### src/rtl/ole_pkg.sv
// Shared types and codes of the ordered list engine.
package ole_pkg;

   localparam int DATA_W       = 32;
   localparam int FIELD_W      = 7;
   localparam int OP_W         = 3;
   localparam int TDATA_W      = 40;
   localparam int CAPACITY_DEF = 64;

   typedef enum logic [OP_W-1:0] {
      OP_HEAD   = 3'd0,
      OP_TAIL   = 3'd1,
      OP_POS    = 3'd2,
      OP_READ   = 3'd3,
      OP_REMOVE = 3'd4,
      OP_SUM    = 3'd5,
      OP_CLEAR  = 3'd6
   } op_type;

   typedef enum logic [2:0] {
      STS_OK       = 3'd0,
      STS_BADPOS   = 3'd1,
      STS_NOTFOUND = 3'd2,
      STS_FULL     = 3'd3,
      STS_EMPTY    = 3'd4
   } status_type;

   // per-cycle command to every cell
   typedef struct packed {
      logic ins;   // open a gap at the insert position and load the new item
      logic rm;    // close the gap left by the first match
   } cell_ctl_type;

   // scan lanes handed from one cell to the next
   typedef struct packed {
      logic [DATA_W-1:0] acc;    // running wrapped sum
      logic [DATA_W-1:0] data;   // entry picked at the read position
      logic              found;  // a match lies at or before this cell
   } wave_type;

endpackage

### src/rtl/ole_cell.sv
// One list cell: holds one entry and one stage of the scan lanes.
module ole_cell #(
   parameter int IDX = 0,
   parameter int IW  = 7
) (
   input  logic                      clock,
   input  ole_pkg::cell_ctl_type     ctl,
   input  logic [IW-1:0]             ins_pos,
   input  logic [IW-1:0]             rd_pos,
   input  logic [IW-1:0]             count,
   input  logic [ole_pkg::DATA_W-1:0] ins_value,
   input  logic [ole_pkg::DATA_W-1:0] key_value,
   input  logic [ole_pkg::DATA_W-1:0] left_entry,
   input  logic [ole_pkg::DATA_W-1:0] right_entry,
   input  ole_pkg::wave_type         wave_in,
   output logic [ole_pkg::DATA_W-1:0] entry_out,
   output ole_pkg::wave_type         wave_out
);
   import ole_pkg::*;

   localparam logic [IW-1:0] MY_IDX = IW'(IDX);

   logic [DATA_W-1:0] entry_ff, entry_in;
   wave_type          wave_ff, wave_in_nx;
   logic              active;
   logic              hit;

   assign active = (MY_IDX < count);
   assign hit    = active && (entry_ff == key_value);

   // shift up, load, shift down or hold
   always_comb begin
      entry_in = entry_ff;
      if (ctl.ins && (MY_IDX > ins_pos)) begin
         entry_in = left_entry;
      end else if (ctl.ins && (MY_IDX == ins_pos)) begin
         entry_in = ins_value;
      end else if (ctl.rm && wave_ff.found) begin
         entry_in = right_entry;
      end
   end

   always_comb begin
      wave_in_nx.acc   = wave_in.acc + (active ? entry_ff : '0);
      wave_in_nx.data  = (MY_IDX == rd_pos) ? entry_ff : wave_in.data;
      wave_in_nx.found = wave_in.found | hit;
   end

   always_ff @(posedge clock) begin
      entry_ff <= entry_in;
      wave_ff  <= wave_in_nx;
   end

   assign entry_out = entry_ff;
   assign wave_out  = wave_ff;

endmodule

### config.mk
export PLATFORM = sky130hd
export DESIGN_NAME = ole_cell
export DESIGN_NICKNAME = d
export VERILOG_FILES = /design/src/rtl/ole_pkg.sv /design/src/rtl/ole_cell.sv
export SDC_FILE = /design/constraint.sdc
export NUM_CORES = 1
export LEC_CHECK = 0
export BUFFER_PORTS_ARGS = -buffer_cell sky130_fd_sc_hd__buf_4
export CAP_MARGIN = 30
export CORE_AREA = 4 4 119 121
export CTS_BUF_LIST = sky130_fd_sc_hd__clkbuf_2 sky130_fd_sc_hd__clkbuf_4 sky130_fd_sc_hd__clkbuf_8
export DETAILED_ROUTE_END_ITERATION = 8
export DIE_AREA = 0 0 123 125
export PLACE_DENSITY = 0.88
export SYNTH_ARGS = -nofsm -noshare
export SYNTH_HDL_FRONTEND = slang
export SYNTH_SLANG_ARGS = --single-unit
### constraint.sdc
create_clock -name clock -period 5 [get_ports clock]
set_input_delay 0.5 -clock clock [delete_from_list [all_inputs] [get_ports clock]]
set_output_delay 0.5 -clock clock [all_outputs]
set_load 0.005 [all_outputs]
---- Yosys cells after proc, flatten, opt, wreduce, memory -nomap -nowiden ----
Cells that the tools add are included.
storage, ports and cells
  flip-flop bits (word level) ............. 97
  bits in latches ......................... 0
  memory bits (writable) .................. 0
  ROM bits ................................ 0
  bits of input ports ..................... 217
  memories ................................ 0
cells by class
  $add $sub $neg .......................... 1
  $mul .................................... 0
  div/mod/pow operators ................... 0
  magnitude comparators ................... 2
  equal/unequal tests ..................... 1
  shift operators ......................... 0
  mux-type cells .......................... 5
  bitwise operators ....................... 1
  reduce and logical (&&, ||, !) cells .... 7
operators by type and width
  cell                  number
  $mux W32              5
  $add A32 B32 Y32      1
  $eq A32 B32 Y1        1
  $logic_not A7 Y1      2
  $gt A1 B7 Y1 const A  1
  $lt A1 B7 Y1 const A  1
  $logic_and A1 B1 Y1   4
  $reduce_bool A3 Y1    1
  $or A1 B1 Y1          1

---- Longest topological paths before layout ----
  depth after elaboration ................. 4
  gate-level depth with buffers ........... 12
  gate-level depth less buffers ........... 11

---- Worst setup path before layout ----
Ideal clock, no wire load.
  path type ............................... input-to-reg
  start ................................... input count[2]
  end ..................................... register wave_ff, in the netlist wave_out[57]
  setup time .............................. 0.138 ns
  arrival ................................. 3.703 ns
  data required time ...................... 4.862 ns
  slack ................................... 1.160 ns
  stages on the path ...................... 11
  path buffers ............................ 1
  cell sequence ........................... or4_1 > or4_1 > clkbuf_1 > and2_1 > fa_1 > a21o_1 > a221o_1 > a211oi_2 > o22ai_1 > o311ai_2 > o311ai_2
RTL lines
  what                  line            RTL
  start, declared       ole_cell.sv:10  input logic [IW-1:0] count,
  end signal, assigned  ole_cell.sv:51  wave_ff <= wave_in_nx;
  end, declared         ole_cell.sv:24  wave_type wave_ff, wave_in_nx;

==> run summary <==
Root Driver = clkbuf_8
Synthesized area per cell = 10.6 um^2
Worst EP required = 5.26 ns
Critical Path Fanout Max = 6
Antenna violations before repair = 0
Fin crit share = 0.798
Fin. max-slew vios = 0
Setup slack after layout = 1.01 ns
Via count = 5353
Hold buffer count at CTS = 0
Max Cap Viol = 0
Die Y = 125 um
PD cells = 256 nW/um^2
First DRT Iteration DRCs = 361
Levels on crit path = 12
Full die area = 15400 um^2
Worst min path class = input pin to flop
Drt via density = 5.44
Reg2Reg Depth = 9
GPL Wtd Cong = 0.933
RSZ-0062 raised after global routing = no
NumNets Final = 1053
WL/cell = 20.3 um
Std-Cell Rows = 42
Detailed placement HPWL = 16.1 mm
Total GRT Usage = 0.258
Synthesis-stage register bit count = 97
Antenna viol nets, final = 0
Crit path launch type = input pin
Max Fclk = 251 MHz
Share of cells above drive strength 1 = 0.462
# setup viols final = 0
Hold Vio Cnt, Final = 0
CTS tree = built
Worst R2R Setup Slack = 1.90 ns
Number of global-route vias before repair = 5516
Setup Slack @ Placement = 0.597 ns
Post CTS Setup Buffer Count = 0
DRT Pass-1 Iters = 5
Final WL = 20.0 mm
CP Buf/Inv Count = 1
Diode count = 0
Clk sinks = 97
Crit path kind = input pin to flop
Crit path cell chain = buf_4 -> or4_1 -> or4_1 -> and2_1 -> ha_1 -> fa_1 -> a21o_1 -> a221o_1 -> a211oi_2 -> o22ai_1 -> o311ai_2 -> o311ai_2
Die Width = 123 um
CTS H-Tree Depth = 3
Syn Std Cell Area = 5600 um^2
Filler cells = 1072
Sequential area share after synthesis = 0.404
Initial core utilization = 0.428
Area delta synth->final = 44.6%
Static leakage = 0.00362 uW
Final Hold Slack = 0.286 ns
Syn nets = 776
Critical path's slowest cell = or4_1
CTS Buffer Depth = 2
Peak VDD IR = 0.132 mV
Post-CTS sizing = 0
Cell count after synthesis = 527
Post-synth ARST share = 0
Worst skew pair latency = 0.39 ns
Port Buffers = 281
GRT overflow = 0
Synth cell types = 66
Synth warn = 0
Inserted Clock Buffers = 9
Outcome = completed
Global-route wire length before repair = 30.1 mm
Dominant synthesized flop cell = dfxtp_1
Setup TNS = 0 ns
CP delay by family, top = compound AO/OA/AOI/OAI gates
CP peak stage delay = 0.59 ns
Largest net degree at the start of global routing = 34
Core Box Area = 13100 um^2
Worst endpoint data arrival time = 4.25 ns
Hold depth = 2
Slew HR = 0.647
Top Ports = 314
CP Capture Type = flop
Clk_skew = 0.0117 ns
Worst-margin pin slew = 0.525 ns
Clk slew on worst S/H paths = 0.09 ns
DR DRC count = 0
Fin crit period = 3.99 ns
Post-synth EDFFs = 32
logic make-up after synthesis:
group                    share of synthesized area
buffers and inverters                       0.0201
multiplexers                                 0.132
adder cells (fa/ha/maj)                     0.0729
XOR/XNOR                                    0.0861
AND/OR/NAND/NOR                              0.141
AO/OA/AOI/OAI                                0.144
flip-flops                                   0.404
metrics by stage:
stage | instances | area [um^2] | utilization | power [uW]
6_report | 984 | 8090 | 0.618 | 2070
5_1_grt | 984 | 8090 | 0.618 | 2160
4_1_cts | 984 | 8090 | 0.618 | 2080
3_5_place_dp | 969 | 7880 | 0.602 | 1510
3_3_place_gp | 969 | 7880 | 0.602 | 1500
2_1_floorplan | 527 | 5600 | - | 1200
final cells by class:
cell class	count	area, um^2	area share
multi-input cells	402	3220	0.398
flip-flops and latches	97	2260	0.280
repair buffers	285	2140	0.264
well taps	176	220	0.0272
clock buffers	12	146	0.0181
clock inverters	3	67.6	0.00835
inverters	9	33.8	0.00418
path summary, 6_finish.rpt:
path	start	endpoint
worst max register to register	entry_out[0]	wave_out[57]
worst min register to register	entry_out[26]	wave_out[27]
worst max-delay path	count[2]	wave_out[57]
worst min-delay path	wave_in[0]	wave_out[0]
registers in the layout, summed over array words and instances, names as in the netlist:
| signal | flops |
|---|---|
| wave_out | 65 |
| entry_out | 32 |
metal layers:
layer	vias up	global-route usage	wire length [um]
met3	31	0.0587	1430
met1	2531	0.306	7560
li1	2527	-	-
met2	264	0.453	10400
met5	-	0	0
met4	0	0.0893	533
report_power, final:
part	total (uW)	switching (uW)	internal, uW
registers	932	37.8	894
clock network	574	278	296
logic	566	246	320
Yosys cell counts, types with 6 or more instances:
master | number | area, um^2
dfxtp_1 | 65 | 1300
xor2_1 | 14 | 123
inv_1 | 9 | 33.8
and2_1 | 36 | 225
nand2_1 | 20 | 75.1
o21ai_0 | 15 | 75.1
xnor2_1 | 41 | 359
and3_1 | 6 | 37.5
nor4_1 | 6 | 37.5
mux2_2 | 64 | 721
buf_1 | 6 | 22.5
a21o_1 | 13 | 97.6
nor3_1 | 16 | 80.1
nor2_1 | 15 | 56.3
clkbuf_1 | 7 | 26.3
ha_1 | 31 | 388
nand3_1 | 7 | 35.0
a21oi_1 | 26 | 130
nand4_1 | 11 | 68.8
edfxtp_1 | 32 | 961
placed cells by master, fill, tap and decap left out, types with 13 or more instances in the layout:
cell and n:
buf_4 285, xor2_1 14, ha_1 31, o21ai_0 15, nand2_1 20, a21o_1 13, nor2_1 15, and2_1 36
xnor2_1 41, nor3_1 16, edfxtp_1 32, a21oi_1 26, dfxtp_1 65, mux2_2 64
Power figures use the tool's default switching activity.
